--- src/hw/rtl/lpgf_pkg.sv ---
// Shared constants and types for the luma preserving gamut fit block.
package lpgf_pkg;

	localparam int FRACTION_BITS = 16;
	localparam int WEIGHT_BITS   = 16;
	localparam int EPS_RAW       = (1 << FRACTION_BITS) / 1000000;
	localparam int EPS_LSB       = (EPS_RAW > 0) ? EPS_RAW : 1;
	localparam int LAM_ONE       = 1 << WEIGHT_BITS;

	localparam int CH_W    = 32;
	localparam int OUT_W   = 31;
	localparam int PROD_W  = 49;
	localparam int ACC_W   = 51;
	localparam int YRAW_W  = ACC_W - WEIGHT_BITS;
	localparam int OFS_W   = YRAW_W + 1;
	localparam int NUM_W   = OUT_W + WEIGHT_BITS;
	localparam int CMP_W   = OFS_W + WEIGHT_BITS;
	localparam int LAM_W   = WEIGHT_BITS + 1;
	localparam int MUL_W   = LAM_W + 1 + OFS_W;
	localparam int RND_W   = MUL_W - WEIGHT_BITS;
	localparam int SUM_W   = RND_W + 1;

	localparam int Q_DEPTH = 4;
	localparam int Q_PTR_W = $clog2(Q_DEPTH);
	localparam int Q_CNT_W = $clog2(Q_DEPTH + 1);

	localparam int DIV_STEPS = WEIGHT_BITS;
	localparam int B_STAGES  = DIV_STEPS + 4;

	localparam int ADDR_W = 4;

	typedef enum logic [1:0] {
		REG_PEAK  = 2'd0,
		REG_W_RED = 2'd1,
		REG_W_GRN = 2'd2,
		REG_W_BLU = 2'd3
	} reg_idx_t;

	typedef struct packed {
		logic                        fit;
		logic [2:0][CH_W-1:0]        x;
		logic [OUT_W-1:0]            y;
		logic [2:0][OFS_W-1:0]       c;
		logic [2:0][OUT_W-1:0]       bound;
		logic [2:0][OFS_W-1:0]       d;
		logic [2:0]                  act;
	} qent_t;

	typedef struct packed {
		logic                        fit;
		logic [2:0][CH_W-1:0]        x;
		logic [OUT_W-1:0]            y;
		logic [2:0][OFS_W-1:0]       c;
		logic [2:0][OFS_W-1:0]       d;
		logic [2:0][NUM_W-1:0]       rem;
		logic [2:0][LAM_W-1:0]       q;
		logic [2:0]                  done;
		logic [LAM_W-1:0]            lam;
		logic [2:0][MUL_W-1:0]       prod;
	} bstg_t;

	typedef struct packed {
		logic full;
		logic empty;
	} qstat_t;

endpackage

--- src/hw/rtl/lpgf_queue.sv ---
// Short register FIFO between front and back ends.
module lpgf_queue (
	input  logic             clk,
	input  logic             arst_n,
	input  logic             push,
	input  lpgf_pkg::qent_t  push_ent,
	input  logic             pop,
	output lpgf_pkg::qent_t  pop_ent,
	output lpgf_pkg::qstat_t qstat
);
	import lpgf_pkg::*;

	qent_t              mem_q [Q_DEPTH];
	logic [Q_PTR_W-1:0] wr_q, rd_q;
	logic [Q_CNT_W-1:0] cnt_q;
	logic               do_push, do_pop;

	assign qstat.full  = (cnt_q == Q_CNT_W'(Q_DEPTH));
	assign qstat.empty = (cnt_q == '0);
	assign do_push     = push && !qstat.full;
	assign do_pop      = pop && !qstat.empty;
	assign pop_ent     = mem_q[rd_q];

	always_ff @(posedge clk or negedge arst_n) begin
		if (!arst_n) begin
			wr_q  <= '0;
			rd_q  <= '0;
			cnt_q <= '0;
		end else begin
			if (do_push) begin
				wr_q <= wr_q + 1'b1;
			end
			if (do_pop) begin
				rd_q <= rd_q + 1'b1;
			end
			if (do_push && !do_pop) begin
				cnt_q <= cnt_q + 1'b1;
			end else if (do_pop && !do_push) begin
				cnt_q <= cnt_q - 1'b1;
			end
		end
	end

	always_ff @(posedge clk) begin
		if (do_push) begin
			mem_q[wr_q] <= push_ent;
		end
	end

endmodule

--- config.mk ---
export PLATFORM = sky130hd
export DESIGN_NAME = lpgf_queue
export DESIGN_NICKNAME = d
export VERILOG_FILES = /design/src/hw/rtl/lpgf_pkg.sv /design/src/hw/rtl/lpgf_queue.sv
export SDC_FILE = /design/constraint.sdc
export NUM_CORES = 1
export LEC_CHECK = 0
export BUFFER_PORTS_ARGS = -buffer_cell sky130_fd_sc_hd__buf_4
export CAP_MARGIN = 5
export CORE_ASPECT_RATIO = 0.7
export CORE_MARGIN = 1
export CORE_UTILIZATION = 51
export DETAILED_ROUTE_END_ITERATION = 16
export GPL_TIMING_DRIVEN = 0
export PLACE_DENSITY_LB_ADDON = 0.1
export SYNTH_ARGS = -nofsm -noshare
export SYNTH_HDL_FRONTEND = slang
export SYNTH_SLANG_ARGS = --single-unit
--- constraint.sdc ---
create_clock -name clk -period 11.1 [get_ports clk]
set_clock_uncertainty 0.1 [all_clocks]
set_input_delay 3.33 -clock clk [delete_from_list [all_inputs] [get_ports clk]]
set_output_delay 3.33 -clock clk [all_outputs]
set_load 0.03 [all_outputs]
==> results.yml, run 1 <==
die:
  die_w_um: 425.1
  start_util: 0.5147
  die-area_um2: 126800
  coreArea_um2: 124200
  die_h_um: 298.2
  ios: 886
  num_rows: 108
worst_setup_path:
  critPathKind: "reg2out"
  crit_buf_inv: 4
  crit_slowest_cell: "clkbuf_1"
  critPathLaunch: "rd_q[1]$_DFFE_PN0P_"
  slowest_delay_ns: 0.94
  cp.arrival_ns: 3.46
  crit-reg2reg-launch: "cnt_q[2]$_DFFE_PN0P_"
  r2r_setup_slack_ns: 7.78
  cp_common_cell: "buf_2"
  end_kind: "output port"
  path_max_fanout: 10
  start_kind: "register"
  reg2reg_depth: 8
  critical_path_required_ns: 7.67
  path_cells: "buf_2 -> clkbuf_1 -> buf_2 -> mux4_2 -> buf_4"
  cp_top_family: "buffers and inverters"
  rr_endpoint: "mem_q[0][35]$_DFFE_PP_"
synthesis:
  yosysWarnings: 0
  yosysMostFrequentCell: "edfxtp_1"
  syn-num-nets: 2784
  synth-edff-count: 1760
  syn_area_um2: 63920
  synth_top_cell_area_share: 0.8268
  yosysUniqueCellTypes: 19
  ys_seq_elements: 1767
  yosys.area.top_type: "edfxtp_1"
  synth.area.top_cells: "edfxtp_1 (83%), mux4_2 (16%), buf_6 (0.76%)"
  synth_common_cells: "edfxtp_1 (1760), mux4_2 (440), buf_2 (49)"
  yosysSeqAreaShare: 0.8295
  netlist_instances: 2334
  synth_async_sr_flop_share: 0.003962
  synth_flop_cell: "edfxtp_1"
  syn_avg_cell_area_um2: 27.39
placed_design:
  dpl_worst_slack_ns: 4.809
  detailed_place_hpwl_um: 98960
  port_buffers: 885
  place.gp.congestion: 0.7847
  placed_area_um2: 73630
  place_inst: 4905
power_and_ir_drop:
  p_sw_mw: 8.028
  ir_worst_vdd_uv: 171.5
  p_total_mw: 23.37
  leakage_nw: 26.73
  p_sw_frac: 0.3435
  p_int_mw: 15.34
  pwr-share-seq: 0.387
  pwr-share-comb: 0.384
  p_per_area_nw_per_um2: 296.7
  clockPowerShare: 0.229
job:
  cap_violations: 0
cells_and_area:
  stdcell_area_um2: 78760
  seq_area_um2: 53030
  fill_cells: 8255
  nNetsFinal: 3870
  area_growth_pct: 23.21
  multi_input_area_um2: 10130
  final_cells: 5224
  drive_gt1_frac: 0.4718
  postLayoutCoreUtil: 0.6342
global_route:
  grt_max_degree: 63
  grt-ovfl-total: 0
  grt_antenna_before_repair: 38
  grt_pass1_wl_um: 206300
  grt_pass1_vias: 30478
  globalRouteTotalUtil: 0.2284
clocking:
  post-cts-setup-buffers: 0
  cts_buffers: 163
  htreeDepth: 4
  clk_pin_slew_ns: 0.06
  hold_buffers: 0
  clock-sinks: 1767
  cts_root_buf: "clkbuf_16"
  clkLatencyLatePin_ns: 0.79
  cts_tree: "built"
  cts_resized: 0
  clockBufferDepth: 3
timing:
  holdWs_ns: 0.3803
  max_freq_mhz: 145.2
  max_slew_margin: 0.1901
  period_needed_ns: 6.885
  fin_crit_sh: 0.6203
  finalMaxSlewViolations: 0
  worstMarginPinSlew_ns: 1.215
  tns_ns: 0
  rsz0062_at_grt: "no"
  hold_viol: 0
  setup_viol: 0
  worst_slack_ns: 4.215
routing:
  drtIter0Drc: 2042
  route.detailed.drc: 0
  first_pass_iters: 5
  wl_per_cell_um: 27.58
  routed_via_density: 5.562
  wl_um: 144100
  ant_nets: 0
  vias: 29055
worst_hold_path:
  hold_end: "cnt_q[2]$_DFFE_PN0P_"
  hp-class: "reg2reg"
  hp-start: "cnt_q[2]$_DFFE_PN0P_"
  hold_depth: 1
run_status:
  status: "complete, no violations"
## area by class of cell
| cell class | instances | share of cell area |
|---|---|---|
| sequential | 1767 | 0.6733 |
| multi-input combinational | 464 | 0.1287 |
| timing repair buffer | 921 | 0.09694 |
| clock buffer | 218 | 0.05630 |
| tap | 1650 | 0.02621 |
| buffer | 99 | 0.009596 |
| clock inverter | 75 | 0.007975 |
| antenna | 26 | 0.0008261 |
| inverter | 4 | 0.0001906 |
## routing by layer
metal / global-route usage / up-vias / share of wire
li1: - / 12455 / -
met1: 0.2621 / 15442 / 0.35
met2: 0.3987 / 858 / 0.54
met3: 0.06422 / 272 / 0.070
met4: 0.1007 / 28 / 0.038
met5: 0 / - / 0.0013
## power by group through the flow
stage	Combinational (mW)	Sequential (mW)	Clock (mW)
floorplan	5.60	9.52	0
global placement	8.82	9.90	0
detailed placement	9.14	9.19	0
CTS	9.16	9.05	5.47
global route	9.39	9.13	5.71
finish	8.98	9.04	5.35
## how the worst max path moves through the flow
stage | end | slack [ns] | depth (start not counted)
final | pop_ent[191] | 4.21 | 5
after global routing | pop_ent[145] | 4.00 | 5
after CTS | pop_ent[145] | 3.92 | 5
after detailed placement | pop_ent[145] | 4.81 | 5
after global placement | mem_q[3][83]$_DFFE_PP_ | -11.12 | 4
after floorplan | mem_q[3][0]$_DFFE_PP_ | -3.41 | 3
## sequential cells by signal (all words and copies together) (netlist names)
signal,cells
wr_q,2
cnt_q,3
rd_q,2
mem_q,1760
## placed cells by master (no fill, tap or decap), types with 3 or more instances in the layout
| cell | count |
|---|---|
| and2_4 | 4 |
| buf_16 | 36 |
| buf_2 | 49 |
| buf_4 | 885 |
| buf_6 | 43 |
| bufinv_16 | 10 |
| clkbuf_1 | 55 |
| clkbuf_16 | 170 |
| clkinv_1 | 30 |
| clkinv_2 | 25 |
| clkinvlp_4 | 4 |
| dfrtp_1 | 7 |
| diode_2 | 26 |
| edfxtp_1 | 1760 |
| ha_1 | 5 |
| inv_1 | 4 |
| inv_6 | 3 |
| mux4_2 | 440 |
| xnor2_1 | 4 |
## cells by family after synthesis
kind of cell               after synthesis  share of synthesized area
DFF                                   1767                     0.8295
adders and majority gates                6                   0.001292
and+or+nand+nor                         10                  0.0009003
xor gates and xnor gates                 6                  0.0008221
muxes                                  442                     0.1554
buffers and inverters                  103                    0.01206
## worst register-to-register path, delay by kind of cell, from the launching register on
family / cells / cell delay, ns
buffers and inverters: 5 / 1.57
flip-flops: 1 / 0.40
AND/OR/NAND/NOR: 3 / 0.84
Power figures use the tool's default switching activity.
==> inputs of run 2 (changes only) <==
--- a/config.mk
+++ b/config.mk
@@ -9,7 +9,7 @@
 export CAP_MARGIN = 5
 export CORE_ASPECT_RATIO = 0.7
 export CORE_MARGIN = 1
-export CORE_UTILIZATION = 51
+export CORE_UTILIZATION = 57
 export DETAILED_ROUTE_END_ITERATION = 16
 export GPL_TIMING_DRIVEN = 0
 export PLACE_DENSITY_LB_ADDON = 0.1
==> constraint.sdc (replaced) <==
create_clock -name clk -period 6.6 [get_ports clk]
set_clock_uncertainty 0.1 [all_clocks]
set_input_delay 1.98 -clock clk [delete_from_list [all_inputs] [get_ports clk]]
set_output_delay 1.98 -clock clk [all_outputs]
set_load 0.03 [all_outputs]
==> results.yml, run 2 (synthesis gave the netlist of run 1 again) <==
timing:
  finalMaxSlewViolations: 0
  setup_viol: 0
  fin_crit_sh: 0.7852
  max_freq_mhz: 193.0
  worst_slack_ns: 1.418
  period_needed_ns: 5.182
  max_slew_margin: 0.3561
  rsz0062_at_grt: "no"
  worstMarginPinSlew_ns: 0.9658
  hold_viol: 0
  tns_ns: 0
routing:
  wl_um: 142300
  routed_via_density: 5.764
  vias: 29015
  route.detailed.drc: 0
  wl_per_cell_um: 28.26
  drtIter0Drc: 1906
  first_pass_iters: 5
  ant_nets: 0
placed_design:
  port_buffers: 885
  place_inst: 4709
  place.gp.congestion: 0.7849
  detailed_place_hpwl_um: 96190
  dpl_worst_slack_ns: 1.638
worst_setup_path:
  end_kind: "output port"
  critical_path_required_ns: 4.52
  cp_top_family: "buffers and inverters"
  crit_buf_inv: 4
  start_kind: "register"
  cp_common_cell: "buf_2"
  critPathKind: "reg2out"
  cp.arrival_ns: 3.10
  crit_slowest_cell: "clkbuf_1"
  path_cells: "buf_2 -> clkbuf_1 -> buf_2 -> mux4_2 -> buf_4"
  path_max_fanout: 10
  slowest_delay_ns: 0.76
  r2r_setup_slack_ns: 3.46
cells_and_area:
  final_cells: 5034
  area_growth_pct: 22.66
  largest_register_ff_count: 1760
  most-common-layout-cells: "edfxtp_1 (1760), buf_4 (885), mux4_2 (440)"
  nNetsFinal: 3864
  top_regs: "mem_q x1760, cnt_q x3"
  top_register: "mem_q"
  final_common_cell: "edfxtp_1"
  drive_gt1_frac: 0.4728
global_route:
  grt-ovfl-total: 0
  grt_antenna_before_repair: 51
  grt_pass1_wl_um: 200500
  globalRouteTotalUtil: 0.2484
  grt_max_degree: 62
  grt_pass1_vias: 30238
die:
  ios: 886
  coreArea_um2: 110900
  num_rows: 102
  start_util: 0.5764
  die_h_um: 282.2
  die-area_um2: 113500
  die_w_um: 402.3
clocking:
  cts_root_buf: "clkbuf_16"
  clk_pin_slew_ns: 0.06
  cts_buffers: 159
  clock-sinks: 1767
  cts_tree: "built"
  clockBufferDepth: 3
  cts_resized: 0
  clkLatencyLatePin_ns: 0.74
  post-cts-setup-buffers: 0
  htreeDepth: 4
  hold_buffers: 0
worst_hold_path:
  hp-class: "reg2reg"
run_status:
  status: "complete, no violations"
job:
  cap_violations: 0
power_and_ir_drop:
  leakage_nw: 26.70
  ir_worst_vdd_uv: 283.9
  p_per_area_nw_per_um2: 499.2
[run 2: layout make-up]
| type | instances | area (um2) |
|---|---|---|
| Fill cell | 6542 | 32500 |
| Antenna cell | 35 | 87.58 |
| Timing Repair Buffer | 919 | 7557 |
| Tap cell | 1456 | 1822 |
| Multi-Input combinational cell | 464 | 10130 |
| Buffer | 99 | 757.0 |
| Clock buffer | 200 | 4282 |
| Clock inverter | 90 | 726.9 |
| Inverter | 4 | 15.01 |
| Sequential cell | 1767 | 53030 |
[run 2: report_power, final]
part / internal [mW] / switching, mW / total, mW / leakage [nW]
sequential: 14.8 / 0.436 / 15.2 / 16.2
clock: 4.97 / 3.92 / 8.88 / 2.47
combinational: 5.89 / 9.14 / 15.0 / 8.03
[run 2: metrics by stage]
stage	cell area (um2)	total power, mW	utilization	hold WS [ns]
floorplan	63930	25.29	-	0.3471
global placement	72390	31.10	0.6527	0.3693
detailed placement	73310	30.71	0.6610	0.4131
CTS	78320	39.59	0.7062	0.4234
global route	78400	40.54	0.7069	0.4480
finish	78410	39.14	0.7070	0.4235
[run 2: metal layers]
metal  vias up  track usage  part of all wire
li1      12437            -                 -
met1     15320       0.2822              0.35
met2       964       0.4254              0.53
met3       266      0.08905             0.083
met4        28       0.1106             0.037
met5         -     0.004595            0.0012
[run 2: final timing paths]
kind	startpoint	end	cells past startpoint
hold / removal	cnt_q[2]$_DFFE_PN0P_	cnt_q[2]$_DFFE_PN0P_	1
min in group asynchronous	arst_n	rd_q[1]$_DFFE_PN0P_	1
setup reg to reg	cnt_q[2]$_DFFE_PN0P_	mem_q[2][70]$_DFFE_PP_	8
max in group asynchronous	arst_n	wr_q[0]$_DFFE_PN0P_	1
hold reg to reg	cnt_q[2]$_DFFE_PN0P_	cnt_q[2]$_DFFE_PN0P_	1
setup / recovery	rd_q[1]$_DFFE_PN0P_	pop_ent[225]	5
[run 2: worst reg2reg max path, stage by stage (launching register included)]
cell     delay [ns]
dfrtp_1        0.41
nor3b_1        0.17
nor2b_1        0.10
buf_2          0.20
and2_4         0.52
buf_12         0.32
buf_16         0.29
buf_16         0.37
buf_16         0.33
==> inputs of run 3 (changes only) <==
==> constraint.sdc (replaced) <==
create_clock -name clk -period 5.1 [get_ports clk]
set_clock_uncertainty 0.1 [all_clocks]
set_input_delay 1.53 -clock clk [delete_from_list [all_inputs] [get_ports clk]]
set_output_delay 1.53 -clock clk [all_outputs]
set_load 0.03 [all_outputs]
==> results.yml, run 3 (synthesis gave the netlist of run 1 again) <==
run_status:
  status: "complete, no violations"
global_route:
  busiest_layer: "met2"
  grt_pass1_wl_um: 199500
  grt-ovfl-total: 0
  met3_usage: 0.07401
  grt_max_degree: 62
  gr-usage-met2: 0.4209
  globalRouteTotalUtil: 0.2477
  grt_use_met1: 0.2935
  grt_antenna_before_repair: 48
  grt_pass1_vias: 30091
clocking:
  hold_buffers: 0
  cts_root_buf: "clkbuf_16"
  clockBufferDepth: 3
  clkLatencyLatePin_ns: 0.73
  cts_buffers: 159
  cts_tree: "built"
  clk_pin_slew_ns: 0.06
  cts_resized: 1
  htreeDepth: 4
  post-cts-setup-buffers: 0
  clock-sinks: 1767
power_and_ir_drop:
  ir_worst_vdd_uv: 459.4
  leakage_nw: 26.67
  p_per_area_nw_per_um2: 645.8
  p_total_mw: 50.63
worst_setup_path:
  path_cells: "buf_2 -> clkbuf_1 -> buf_2 -> mux4_2 -> buf_4"
  cp.arrival_ns: 3.27
  end_kind: "output port"
  crit_buf_inv: 4
  path_max_fanout: 11
  slowest_delay_ns: 0.83
  critical_path_required_ns: 3.47
  start_kind: "register"
  cp_common_cell: "buf_2"
  critPathKind: "reg2out"
  crit_slowest_cell: "clkbuf_1"
  cp_top_family: "buffers and inverters"
placed_design:
  port_buffers: 885
  placed_area_um2: 73310
  dpl_worst_slack_ns: 0.6840
  place_inst: 4710
  detailed_place_hpwl_um: 96460
  place.gp.congestion: 0.7945
timing:
  max_freq_mhz: 204.1
  holdWs_ns: 0.3946
  hold_viol: 0
  worst_slack_ns: 0.2012
  period_needed_ns: 4.899
  worstMarginPinSlew_ns: 1.072
  tns_ns: 0
  max_slew_margin: 0.2853
  fin_crit_sh: 0.9606
  setup_viol: 0
  finalMaxSlewViolations: 0
  rsz0062_at_grt: "no"
routing:
  first_pass_iters: 8
  ant_nets: 0
  route.detailed.drc: 0
  wl_um: 141900
  wl_per_cell_um: 28.18
  drtIter0Drc: 2187
  vias: 29167
  routed_via_density: 5.794
die:
  num_rows: 102
  coreArea_um2: 110900
  ios: 886
  start_util: 0.5764
  die-area_um2: 113500
  die_w_um: 402.3
  die_h_um: 282.2
cells_and_area:
  final_common_cell: "edfxtp_1"
  postLayoutCoreUtil: 0.7069
  most-common-layout-cells: "edfxtp_1 (1760), buf_4 (886), mux4_2 (440)"
  stdcell_area_um2: 78400
  area_growth_pct: 22.64
  seq_area_um2: 53030
  final_cells: 5034
  fill_cells: 6505
  nNetsFinal: 3865
  top_register: "mem_q"
  drive_gt1_frac: 0.4732
  top_regs: "mem_q x1760, cnt_q x3"
  multi_input_area_um2: 10130
  largest_register_ff_count: 1760
job:
  cap_violations: 0
worst_hold_path:
  hp-class: "reg2reg"
-- run 3: cell count changes in the layout (fill, tap and decap cells not counted), sizes merged --
cell	delta
diode	-1
clkinvlp	+4
clkinv	-1
bufinv	+1
buf	+1
clkbuf	-4
-- run 3: power by group --
part           switching (mW)  internal, mW  total [mW]
clock                    5.04          6.39        11.4
sequential              0.565          19.1        19.7
combinational            11.9          7.63        19.5
-- run 3: layout make-up --
type	instances	area share
sequential	1767	0.6764
multi-input combinational	464	0.1293
timing repair buffer	920	0.09637
clock buffer	196	0.05361
tap	1456	0.02324
clock inverter	94	0.01015
buffer	99	0.009688
antenna	34	0.001085
inverter	4	0.0001915
-- run 3: path summary, 6_finish.rpt --
path	startpoint	endpoint	slack [ns]	cells past startpoint
worst max register to register	cnt_q[2]$_DFFE_PN0P_	mem_q[2][72]$_DFFE_PP_	1.86	8
min in group asynchronous	arst_n	cnt_q[1]$_DFFE_PN0P_	0.50	1
worst max-delay path	rd_q[1]$_DFFE_PN0P_	pop_ent[227]	0.20	5
worst min-delay path	cnt_q[2]$_DFFE_PN0P_	cnt_q[2]$_DFFE_PN0P_	0.39	1
worst min register to register	cnt_q[2]$_DFFE_PN0P_	cnt_q[2]$_DFFE_PN0P_	0.39	1
max in group asynchronous	arst_n	wr_q[0]$_DFFE_PN0P_	4.28	1
-- run 3: routing by layer --
| layer | wire length, um | share of wire |
|---|---|---|
| met5 | 175 | 0.0012 |
| met4 | 5604 | 0.040 |
| met3 | 11320 | 0.080 |
| met2 | 75210 | 0.53 |
| met1 | 49550 | 0.35 |
